**config.mk**
```make
export PLATFORM = sky130hd
export DESIGN_NAME = ttf_rootdiv
export DESIGN_NICKNAME = d
export VERILOG_FILES = /design/src/rtl/core/ttf_pkg.sv /design/src/rtl/core/ttf_rootdiv.sv
export SDC_FILE = /design/constraint.sdc
export NUM_CORES = 1
export LEC_CHECK = 0
export BUFFER_PORTS_ARGS = -buffer_cell sky130_fd_sc_hd__buf_2
export CORE_ASPECT_RATIO = 1.1
export CORE_MARGIN = 5
export CORE_UTILIZATION = 60
export CTS_BUF_LIST = sky130_fd_sc_hd__clkbuf_4
export CTS_CLUSTER_SIZE = 14
export DETAILED_ROUTE_END_ITERATION = 6
export PLACE_DENSITY = 0.86
export SLEW_MARGIN = 20
export SYNTH_ARGS = -nofsm -noshare
export SYNTH_HDL_FRONTEND = slang
export SYNTH_SLANG_ARGS = --single-unit
```
**constraint.sdc**
```tcl
create_clock -name aclk -period 7.1 [get_ports aclk]
set_clock_uncertainty 0.1 [all_clocks]
set_input_delay 1.42 -clock aclk [delete_from_list [all_inputs] [get_ports aclk]]
set_output_delay 1.42 -clock aclk [all_outputs]
set_load 0.005 [all_outputs]
```
**src/rtl/core/ttf_pkg.sv**
```systemverilog
package ttf_pkg;

    localparam int OUT_FRAC_BITS_DEF = 14;

    localparam int POS_W  = 32;
    localparam int TEX_W  = 16;
    localparam int OUT_W  = 16;
    localparam int MAG_W  = 30;
    localparam int ROOT_W = 31;
    localparam int SUM_W  = 62;

    localparam logic [1:0] CORNER_FIRST  = 2'd0;
    localparam logic [1:0] CORNER_SECOND = 2'd1;
    localparam logic [1:0] CORNER_CLOSE  = 2'd2;

    typedef enum logic {
        RD_SQRT,
        RD_DIV
    } rd_mode_t;

    typedef struct packed {
        logic     start;
        rd_mode_t mode;
    } rd_cmd_t;

    typedef enum logic [1:0] {
        K_DET,
        K_TAN,
        K_BIN,
        K_NRM
    } ttf_kind_t;

    typedef enum logic [3:0] {
        ST_IDLE,
        ST_MUL,
        ST_ACC,
        ST_ABS,
        ST_MAX,
        ST_LZC,
        ST_SHIFT,
        ST_SQRT_GO,
        ST_SQRT_WAIT,
        ST_DIV_GO,
        ST_DIV_WAIT,
        ST_DONE
    } ttf_state_t;

endpackage

```
**src/rtl/core/ttf_rootdiv.sv**
```systemverilog
module ttf_rootdiv #(
    parameter int OUT_FRAC_BITS = ttf_pkg::OUT_FRAC_BITS_DEF
) (
    input  logic                                      aclk,
    input  logic                                      aresetn,
    input  ttf_pkg::rd_cmd_t                          cmd,
    input  logic [ttf_pkg::SUM_W-1:0]                 radicand,
    input  logic [ttf_pkg::MAG_W+OUT_FRAC_BITS:0]     numer,
    input  logic [ttf_pkg::ROOT_W-1:0]                divisor,
    output logic                                      busy,
    output logic [ttf_pkg::ROOT_W-1:0]                result
);
    import ttf_pkg::*;

    localparam int NUM_W    = MAG_W + OUT_FRAC_BITS + 1;
    localparam int WORK_W   = (NUM_W > SUM_W) ? NUM_W : SUM_W;
    localparam int Q_BITS   = OUT_FRAC_BITS + 1;
    localparam int MAX_ITER = (ROOT_W > Q_BITS) ? ROOT_W : Q_BITS;
    localparam int CNT_W    = $clog2(MAX_ITER + 1);
    localparam int REM_W    = ROOT_W + 5;

    rd_mode_t            mode_reg, mode_next;
    logic [CNT_W-1:0]    cnt_reg, cnt_next;
    logic [REM_W-1:0]    rem_reg, rem_next;
    logic [WORK_W-1:0]   work_reg, work_next;
    logic [ROOT_W-1:0]   res_reg, res_next;
    logic [REM_W-1:0]    rem_shift;
    logic [REM_W-1:0]    trial;

    always_comb begin
        mode_next = mode_reg;
        cnt_next  = cnt_reg;
        rem_next  = rem_reg;
        work_next = work_reg;
        res_next  = res_reg;
        rem_shift = '0;
        trial     = '0;
        if (cmd.start) begin
            mode_next = cmd.mode;
            res_next  = '0;
            if (cmd.mode == RD_SQRT) begin
                rem_next  = '0;
                work_next = WORK_W'(radicand) << (WORK_W - SUM_W);
                cnt_next  = CNT_W'(ROOT_W);
            end else begin
                rem_next  = REM_W'(numer >> Q_BITS);
                work_next = WORK_W'(numer) << (WORK_W - Q_BITS);
                cnt_next  = CNT_W'(Q_BITS);
            end
        end else if (cnt_reg != '0) begin
            cnt_next = cnt_reg - 1'b1;
            if (mode_reg == RD_SQRT) begin
                rem_shift = {rem_reg[REM_W-3:0], work_reg[WORK_W-1 -: 2]};
                trial     = REM_W'({res_reg, 2'b01});
                work_next = work_reg << 2;
            end else begin
                rem_shift = {rem_reg[REM_W-2:0], work_reg[WORK_W-1]};
                trial     = REM_W'(divisor);
                work_next = work_reg << 1;
            end
            if (rem_shift >= trial) begin
                rem_next = rem_shift - trial;
                res_next = {res_reg[ROOT_W-2:0], 1'b1};
            end else begin
                rem_next = rem_shift;
                res_next = {res_reg[ROOT_W-2:0], 1'b0};
            end
        end
    end

    always_ff @(posedge aclk) begin
        if (!aresetn) begin
            cnt_reg <= '0;
        end else begin
            cnt_reg <= cnt_next;
        end
    end

    always_ff @(posedge aclk) begin
        mode_reg <= mode_next;
        rem_reg  <= rem_next;
        work_reg <= work_next;
        res_reg  <= res_next;
    end

    assign busy   = (cnt_reg != '0);
    assign result = res_reg;

endmodule

```
==> flow_summary.json, run 1 <==
{
  "placementRows": 47,
  "cts.sinks": 134,
  "cts.reportedPaths.clkPinSlew_ps": 150,
  "post-route-drc-count": 0,
  "status": "completed",
  "htreeDepth": 4,
  "synth_nets": 1157,
  "cts_resized": 0,
  "required_ps": 7370,
  "cts_buffer_depth": 2,
  "power_density_mw_per_mm2": 367,
  "wl_per_cell_um": 17.3,
  "drt_iter0_markers": 529,
  "cts_setup_buffers": 0,
  "setup_tns_ps": 0,
  "area_delta_synth_final_pct": 14.0,
  "dieArea_sq_mm": 0.0178,
  "setup_ws_ps": 2520,
  "first_global_vias": 7852,
  "vias": 7891,
  "design.core.area_sq_mm": 0.0150,
  "hold_class": "register to register",
  "synth-edff-count": 98,
  "finalHoldViolCount": 0,
  "final_common_cell": "nand2_1",
  "yosys_warnings": 0,
  "portBuffers": 173,
  "setup_viol": 0,
  "die_w_um": 128,
  "worst_slew_pin_slew_ps": 1020,
  "root_buffer": "clkbuf_4",
  "rrSetupSlack_ps": 2520,
  "fillCellCount": 1195,
  "final_cell_mix": "nand2_1 (176), buf_2 (172), a21oi_1 (98), edfxtp_1 (98), mux2i_1 (97)",
  "track_usage_pct": 25.2,
  "syn_inst": 979,
  "drive_above_1_share_pct": 23.3,
  "slew_headroom_pct": 32.1,
  "max_clock_freq_mhz": 218,
  "rsz0062_at_grt": "false",
  "path_class": "register to register",
  "path_max_fanout": 65,
  "cp.arrival_ps": 4860,
  "grt_first_pass_wirelength_um": 36600,
  "yosysSeqAreaShare_pct": 40.2,
  "leakagePower_nw": 4.46,
  "ys_ff_latch": 134,
  "worstSkewPairLatency_ps": 600,
  "synth_cell_types": 66,
  "synth_ff_type": "edfxtp_1",
  "gp_congestion": 0.895,
  "async_reset_ff_share_pct": 0,
  "ant_nets": 0,
  "routed_wirelength_um": 22900,
  "start_util_pct": 60.8,
  "utilization_pct": 69.3,
  "finalCriticalPeriod_ps": 4580,
  "critPathSlowestCell": "buf_4",
  "first_pass_iters": 5,
  "cp-start-kind": "register",
  "maxSlewViolCount": 0,
  "syn_area_per_cell_sq_um": 9.31,
  "antenna_found_initial": 1,
  "finalCritPeriodShare_pct": 64.5,
  "vdd_drop_max_mv": 0.169,
  "crit_path_max_incr_delay_ps": 710,
  "hpwl_um": 15900,
  "synth.cell_area_sq_mm": 0.00911,
  "cp_cell_sequence": "buf_4 -> mux2_2 -> ha_1 -> a211oi_1 -> o21bai_1 -> a211oi_2 -> o21ai_2 -> a221oi_2 -> and2_1 -> buf_4 -> nor3_2 -> a211o_1",
  "crit_family": "compound AO/OA/AOI/OAI gates",
  "crit_path_frequent_cell": "buf_4",
  "cts_made_buffers": 17,
  "cts_tree": "yes",
  "overflow": 0,
  "final_nets": 1292,
  "grt_start_max_net_pins": 78,
  "largest_reg_flops": 62,
  "worst-path-buf-inv": 2,
  "io-pin-count": 174,
  "viasPerCell": 5.96,
  "cp-end-kind": "register",
  "postCtsHoldBufs": 0,
  "die_height_um": 139,
  "place_ws_ps": 2210,
  "maxCapViolCount": 0
}
## cell usage after synthesis, types with 16 or more instances
cell | count | area (sq um)
clkbuf_1 | 50 | 188
mux2i_1 | 97 | 971
nor2_1 | 24 | 90.1
nor2b_1 | 20 | 125
mux2_2 | 33 | 372
nand3_1 | 16 | 80.1
dfxtp_1 | 36 | 721
xnor2_1 | 17 | 149
ha_1 | 35 | 438
nand2_1 | 177 | 664
o21ai_0 | 68 | 340
edfxtp_1 | 98 | 2940
a211oi_1 | 21 | 158
a21oi_1 | 98 | 490
## where the power goes
group / switching [mW] / internal (mW) / total (mW)
registers: 0.0867 / 1.06 / 1.15
logic: 1.17 / 0.852 / 2.02
clock network: 0.324 / 0.317 / 0.641
total: 1.58 / 2.23 / 3.81
## area by class of cell
class                      count  area [sq um]  share of cell area (%)
antenna                        1          2.50                  0.0241
timing repair buffer         183           943                    9.08
inverter                       9          33.8                   0.325
sequential                   134          3660                    35.3
tap                          196           245                    2.36
multi-input combinational    769          5150                    49.5
clock inverter                15           225                    2.17
clock buffer                  17           128                    1.23
## through the flow
stage / hold slack (ps) / power (mW) / area [sq um] / instances
2_1_floorplan: 361 / 2.75 / 9110 / 979
3_3_place_gp: 357 / 3.09 / 10000 / 1291
6_report: 374 / 3.81 / 10400 / 1324
3_5_place_dp: 366 / 3.14 / 10000 / 1291
4_1_cts: 381 / 3.79 / 10400 / 1323
5_1_grt: 410 / 4.10 / 10400 / 1324
## metal layers
| layer | GRT usage (%) | vias up | part of all wire, % |
|---|---|---|---|
| li1 | - | 3893 | - |
| met1 | 30.7 | 3679 | 41 |
| met2 | 43.2 | 271 | 50 |
| met3 | 6.17 | 48 | 6.8 |
| met4 | 9.09 | 0 | 2.2 |
| met5 | 0 | - | 0 |
## kinds of logic after synthesis
family	share of synthesized area [%]
xor+xnor	2.88
buf+inv	3.58
compound gates	19.4
flops	40.2
mux	14.7
simple gates	14.2
fa+ha+maj	5.02
## path summary, 6_finish.rpt
path | from | endpoint | cells past startpoint
min reg2reg | result[14]$_SDFFE_PP0P_ | result[15]$_SDFFE_PP0P_ | 2
max reg2reg | mode_reg$_DFFE_PP_ | rem_reg[9]$_DFFE_PP_ | 12
min | result[14]$_SDFFE_PP0P_ | result[15]$_SDFFE_PP0P_ | 2
max | mode_reg$_DFFE_PP_ | rem_reg[9]$_DFFE_PP_ | 12
## worst reg2reg max path, stage by stage (launching register included)
cell and delay, ps:
edfxtp_1 360, buf_4 710, mux2_2 500, ha_1 410, a211oi_1 310, o21bai_1 200
a211oi_2 270, o21ai_2 130, a221oi_2 280, and2_1 370, buf_4 380, nor3_2 90
a211o_1 300
(Power assumes the default switching activity.)
==> run 2, diff against run 1 <==
CORE_UTILIZATION = 53   (was 60)
PLACE_DENSITY = 0.8   (was 0.86)
clock period = 3.9 ns   (was 7.1 ns; I/O delays follow)
==> run 2 against run 1 <==
Against the previous run:
- via count down 0.33%
- largest cell class unchanged
- critical path depth is the same
- sequential cell count is the same
- routed wire length rose by 0.39%
- critical path type unchanged
- largest power group unchanged
==> flow_summary.json, run 2 (synthesis results as in run 1) <==
{
  "final_cell_mix": "nand2_1 (176), buf_2 (172), a21oi_1 (98), edfxtp_1 (98), mux2i_1 (97)",
  "leakagePower_nw": 4.57,
  "fillCellCount": 1407,
  "postCtsHoldBufs": 0,
  "vdd_drop_max_mv": 0.270,
  "finalPower_mw": 7.01,
  "setup_tns_ps": 0,
  "cts.sinks": 134,
  "viasPerCell": 5.68,
  "slew_headroom_pct": 32.6,
  "design.core.area_sq_mm": 0.0170,
  "hold_depth": 2,
  "root_buffer": "clkbuf_4",
  "track_usage_pct": 22.6,
  "stdcell_count": 1385,
  "hpwl_um": 16100,
  "final_common_cell": "nand2_1",
  "gp_congestion": 0.889,
  "overflow": 0,
  "critPathSlowestCell": "or3_4",
  "comb_power_share_pct": 55.6,
  "power_density_mw_per_mm2": 661,
  "crit_path_max_incr_delay_ps": 420,
  "place_inst": 1349,
  "switchingPower_mw": 2.92,
  "die_height_um": 148,
  "dieArea_sq_mm": 0.0199,
  "crit_family": "compound AO/OA/AOI/OAI gates",
  "cp_cell_sequence": "buf_6 -> buf_4 -> mux2_2 -> ha_1 -> nand3_1 -> or3_4 -> a2111oi_4 -> a221oi_2 -> and2_4 -> buf_12 -> a32o_1 -> a31o_1",
  "setup_viol": 0,
  "path_max_fanout": 24,
  "worstSkewPairLatency_ps": 570,
  "area_delta_synth_final_pct": 16.5,
  "cts_tree": "yes",
  "r2r_cells": 12,
  "die_w_um": 135,
  "largest_reg_flops": 62,
  "clkPwrFrac_pct": 14.7,
  "max_clock_freq_mhz": 270,
  "worst_slew_pin_slew_ps": 1010,
  "htreeDepth": 4,
  "placementRows": 50,
  "pwr-share-seq_pct": 29.7,
  "p_sw_share_pct": 41.6,
  "antenna_found_initial": 2,
  "finalHoldViolCount": 0,
  "cp-start-kind": "register",
  "finalCritPeriodShare_pct": 95.1,
  "first_pass_iters": 5,
  "internal-power_mw": 4.09,
  "min_to": "cnt_reg[4]$_SDFFE_PN0P_",
  "io-pin-count": 174,
  "timing.rr.end": "rem_reg[4]$_DFFE_PP_",
  "grt_first_pass_wirelength_um": 36700,
  "hold_class": "primary input to register",
  "rrSetupSlack_ps": 190,
  "path_class": "register to register",
  "routed_wirelength_um": 22900,
  "finalCriticalPeriod_ps": 3710,
  "cts_made_buffers": 17,
  "cp-end-kind": "register",
  "cts.reportedPaths.clkPinSlew_ps": 130,
  "utilization_pct": 62.6,
  "rsz0062_at_grt": "false",
  "status": "completed",
  "ant_nets": 0,
  "start_util_pct": 53.8,
  "final_nets": 1315,
  "post-route-drc-count": 0,
  "cp.arrival_ps": 3950,
  "cts_buffer_depth": 2,
  "drt_iter0_markers": 581,
  "worst-path-buf-inv": 3,
  "r2r-start": "mode_reg$_DFFE_PP_",
  "first_global_vias": 7795,
  "maxSlewViolCount": 0,
  "drive_above_1_share_pct": 25.1,
  "required_ps": 4140,
  "hp-start": "aresetn",
  "vias": 7865,
  "wl_per_cell_um": 16.6,
  "grt_start_max_net_pins": 77,
  "portBuffers": 173,
  "maxCapViolCount": 0
}
run 2: timing repair:
item / 4_1_cts / 5_1_grt
endpoints found under the setup margin: 0 / 30
setup buffers: 0 / 2
gates resized for setup: 0 / 4
run 2: through the flow:
stage | worst slack [ps] | instance area [sq um] | hold slack, ps
6_report | 192 | 10600 | 372
5_1_grt | 2.47 | 10600 | 330
4_1_cts | 33.0 | 10600 | 337
3_5_place_dp | 32.5 | 10300 | 371
3_3_place_gp | 94.1 | 10300 | 357
2_1_floorplan | -21.6 | 9120 | 361
run 2: power by group through the flow:
stage / logic [mW] / registers [mW] / clock network (mW)
5_1_grt: 4.30 / 2.12 / 1.11
6_report: 3.90 / 2.08 / 1.03
3_5_place_dp: 3.80 / 2.11 / 0
2_1_floorplan: 2.96 / 2.05 / 0
4_1_cts: 3.82 / 2.08 / 1.05
3_3_place_gp: 3.73 / 2.10 / 0
run 2: final cells by class:
class | instances | area, sq um | share of cell area [%]
antenna | 1 | 2.50 | 0.0236
clock buffer | 17 | 128 | 1.20
clock inverter | 15 | 176 | 1.66
inverter | 9 | 33.8 | 0.318
multi-input combinational | 769 | 5160 | 48.6
sequential | 134 | 3660 | 34.5
tap | 234 | 293 | 2.76
timing repair buffer | 206 | 1160 | 10.9
run 2: worst register-to-register path: stages (launching register included):
cell and delay, ps:
edfxtp_1 390, buf_6 240, buf_4 250, mux2_2 370, ha_1 370, nand3_1 180, or3_4 420, a2111oi_4 340
a221oi_2 70, and2_4 190, buf_12 160, a32o_1 260, a31o_1 180
run 2: per-layer routing:
layer	GRT usage (%)	wire (um)	share of wire, %	up-vias
met1	28.6	9600	42	3659
met2	38.6	11500	50	250
met3	4.80	1510	6.6	30
met4	7.21	365	1.6	2
li1	-	-	-	3924
met5	0	7	0.031	-
run 2: how the worst max path moves through the flow:
stage                            start                    end  slack, ps  cells past startpoint
floorplan           mode_reg$_DFFE_PP_   rem_reg[9]$_DFFE_PP_        -20                     15
global placement    mode_reg$_DFFE_PP_   rem_reg[4]$_DFFE_PP_         90                     12
detailed placement  mode_reg$_DFFE_PP_   rem_reg[4]$_DFFE_PP_         30                     12
CTS                 mode_reg$_DFFE_PP_   rem_reg[4]$_DFFE_PP_         30                     12
global route        mode_reg$_DFFE_PP_  rem_reg[19]$_DFFE_PP_          2                     12
finish              mode_reg$_DFFE_PP_   rem_reg[4]$_DFFE_PP_        190                     12
==> run 3, diff against run 2 <==
ABC_AREA = 1   (was not set)
GPL_ROUTABILITY_DRIVEN = 0   (was not set)
PLACE_DENSITY = 0.79   (was 0.8)
==> run 3 against run 2 <==
Against the previous run:
- the run now ends with DRC left
- routed wire length is 29% higher
- critical path depth is 5 higher
- synthesized cell count grew 52%
- die area rose by 8.8%
- via count increased by 31%
==> flow_summary.json, run 3 <==
{
  "status": "finished, violations left",
  "failed_checks": "DRC",
  "cts_buffer_depth": 2,
  "vdd_drop_max_mv": 0.255,
  "cts.reportedPaths.clkPinSlew_ps": 130,
  "rsz0062_at_grt": "false",
  "start_util_pct": 54.0,
  "finalCriticalPeriod_ps": 3690,
  "cts_made_buffers": 17,
  "ys_top_cells_by_area": "edfxtp_1 (30%), nand2_1 (18%), inv_1 (11%), dfxtp_1 (7.2%), o21ai_0 (6.5%)",
  "crit_path_max_incr_delay_ps": 490,
  "overflow": 0,
  "first_pass_iters": 7,
  "track_usage_pct": 26.7,
  "wl_per_cell_um": 15.6,
  "synth-simple-area-share_pct": 28.8,
  "antenna_found_initial": 4,
  "cts_tree": "yes",
  "area_delta_synth_final_pct": 14.9,
  "switchingPower_mw": 3.14,
  "place_inst": 1860,
  "max_clock_freq_mhz": 271,
  "post_synth_most_frequent_cells": "nand2_1 (468), inv_1 (291), o21ai_0 (130)",
  "synth-edff-count": 98,
  "grt_first_pass_wirelength_um": 47100,
  "crit_family": "simple AND/OR/NAND/NOR gates",
  "async_reset_ff_share_pct": 0,
  "hold_slack_ps": 373,
  "p_sw_share_pct": 45.0,
  "internal-power_mw": 3.83,
  "ys_ff_latch": 134,
  "post-route-drc-count": 8,
  "synth_top_family_by_area": "simple AND/OR/NAND/NOR gates",
  "power_density_mw_per_mm2": 608,
  "portBuffers": 173,
  "critPathSlowestCell": "edfxtp_1",
  "hold_class": "register to register",
  "root_buffer": "clkbuf_4",
  "cp-end-kind": "register",
  "finalCritPeriodShare_pct": 94.7,
  "maxSlewViolCount": 0,
  "drt_iter0_markers": 921,
  "synth.cell_area_sq_mm": 0.00997,
  "hpwl_um": 22200,
  "stdcell_count": 1898,
  "maxCapViolCount": 0,
  "postCtsHoldBufs": 0,
  "routed_wirelength_um": 29700,
  "synth.largest_area_cell": "edfxtp_1",
  "largest_reg_flops": 62,
  "yosys_warnings": 0,
  "die_w_um": 141,
  "synth_ff_type": "edfxtp_1",
  "synthAdderAreaFrac_pct": 4.59,
  "design.core.area_sq_mm": 0.0185,
  "htreeDepth": 4,
  "synth-compound-area-share_pct": 14.5,
  "crit_path_frequent_cell": "nand2_1",
  "vias": 10300,
  "path_class": "register to register",
  "clkPwrFrac_pct": 16.7,
  "setup_tns_ps": 0,
  "required_ps": 4120,
  "final_common_cell": "nand2_1",
  "drive_above_1_share_pct": 16.3,
  "syn_area_per_cell_sq_um": 6.68,
  "worst_slew_pin_slew_ps": 942,
  "cp.arrival_ps": 3920,
  "slew_headroom_pct": 37.1,
  "ant_nets": 0,
  "finalPower_mw": 6.97,
  "first_global_vias": 9883,
  "postPlaceCellArea_sq_mm": 0.0110,
  "cp-start-kind": "register",
  "placementRows": 52,
  "comb_power_share_pct": 53.6,
  "synth_mux_area_share_pct": 0.100,
  "pwr-share-seq_pct": 29.7,
  "synth_top_area_share_pct": 29.5,
  "synth_nets": 1670,
  "final_cell_mix": "nand2_1 (468), inv_1 (290), buf_2 (173)",
  "synth-xor-area-share_pct": 1.41,
  "syn_inst": 1492,
  "leakagePower_nw": 6.11,
  "cts.sinks": 134,
  "worst-path-buf-inv": 5,
  "yosysMostFrequentCell": "nand2_1",
  "worstSkewPairLatency_ps": 560,
  "viasPerCell": 5.42,
  "grt_start_max_net_pins": 104,
  "yosysSeqAreaShare_pct": 36.7,
  "cp_cell_sequence": "clkinv_4 -> buf_12 -> or2_2 -> o21ai_0 -> inv_1 -> ha_1 -> nand2_1 -> inv_1 -> a21oi_1 -> nand2_1 -> nand2_1 -> nand3_1 -> nor2_2 -> buf_4 -> nand3_1 -> nand3_1 -> nand2_1",
  "fin_area_sq_mm": 0.0115,
  "setup_viol": 0,
  "path_max_fanout": 38,
  "fillCellCount": 1738,
  "dieArea_sq_mm": 0.0217,
  "synth_cell_types": 40,
  "io-pin-count": 174,
  "die_height_um": 154,
  "final_nets": 1818,
  "finalHoldViolCount": 0
}
run 3: cell count changes after synthesis, sizes merged, moves of 20 or more:
cell | previous run | this run
nand2 | 178 | 474
inv | 8 | 294
mux2i | 97 | 1
nand3 | 16 | 95
o22ai | 2 | 74
a21oi | 99 | 28
o21ai | 80 | 130
nor2 | 24 | 67
mux2 | 33 | 0
or2 | 0 | 30
a211oi | 23 | 0
nor2b | 20 | 0
run 3: final timing paths:
check,start,end,slack (ps),cells past startpoint
max reg2reg,mode_reg$_DFFE_PP_,rem_reg[20]$_DFFE_PP_,210,17
min,cnt_reg[0]$_SDFFE_PN0P_,cnt_reg[0]$_SDFFE_PN0P_,370,2
min reg2reg,cnt_reg[0]$_SDFFE_PN0P_,cnt_reg[0]$_SDFFE_PN0P_,370,2
max,mode_reg$_DFFE_PP_,rem_reg[20]$_DFFE_PP_,210,17
run 3: cell families (layout without fill, tap and decap cells):
group           Yosys count  after routing
flops                   134            134
xor+xnor                 16             16
simple gates            690            690
mux                       1              1
fa+ha+maj                36             36
compound gates          255            255
buf+inv                 360            521
other cells               0              2
run 3: timing repair:
item / in CTS / in global routing
setup endpoints to repair: 0 / 26
setup buffers: 0 / 2
gates resized for setup: 0 / 7
run 3: cell type report:
type / instances / area, sq um / area share [%]
inverters: 295 / 1110 / 9.73
clock buffers: 18 / 135 / 1.18
multi-input cells: 998 / 4930 / 43.1
diodes: 2 / 5.00 / 0.0437
clock inverters: 14 / 225 / 1.96
repair inverters: 1 / 5.00 / 0.0437
well taps: 243 / 304 / 2.65
repair buffers: 193 / 1070 / 9.38
flip-flops and latches: 134 / 3660 / 32.0
run 3: power groups by stage:
| stage | clock network [mW] | logic (mW) | registers (mW) |
|---|---|---|---|
| floorplan | 0 | 2.77 | 2.03 |
| global placement | 0 | 3.55 | 2.08 |
| detailed placement | 0 | 3.63 | 2.09 |
| CTS | 1.18 | 3.65 | 2.06 |
| global route | 1.24 | 4.19 | 2.10 |
| finish | 1.16 | 3.73 | 2.07 |
run 3: stage by stage:
stage | utilization (%) | setup WS, ps
finish | 62.0 | 205
detailed placement | 59.8 | 250
global placement | 59.8 | 369
global route | 62.0 | 8.51
floorplan | - | 702
CTS | 61.7 | 228
run 3: routing by layer:
| metal | share of wire (%) | up-vias | track usage, % | wire [um] |
|---|---|---|---|---|
| met2 | 48 | 428 | 44.1 | 14400 |
| met1 | 40 | 4697 | 34.1 | 11900 |
| met4 | 3.8 | 4 | 11.6 | 1110 |
| li1 | - | 5084 | - | - |
| met3 | 7.7 | 82 | 5.37 | 2290 |
| met5 | 0.094 | - | 0 | 28 |
run 3: worst reg2reg max path: stages, from the launching register on:
cell and delay [ps]:
edfxtp_1 490, clkinv_4 200, buf_12 210, or2_2 290
o21ai_0 130, inv_1 80, ha_1 390, nand2_1 130
inv_1 70, a21oi_1 200, nand2_1 100, nand2_1 80
nand3_1 100, nor2_2 180, buf_4 400, nand3_1 160
nand3_1 120, nand2_1 50
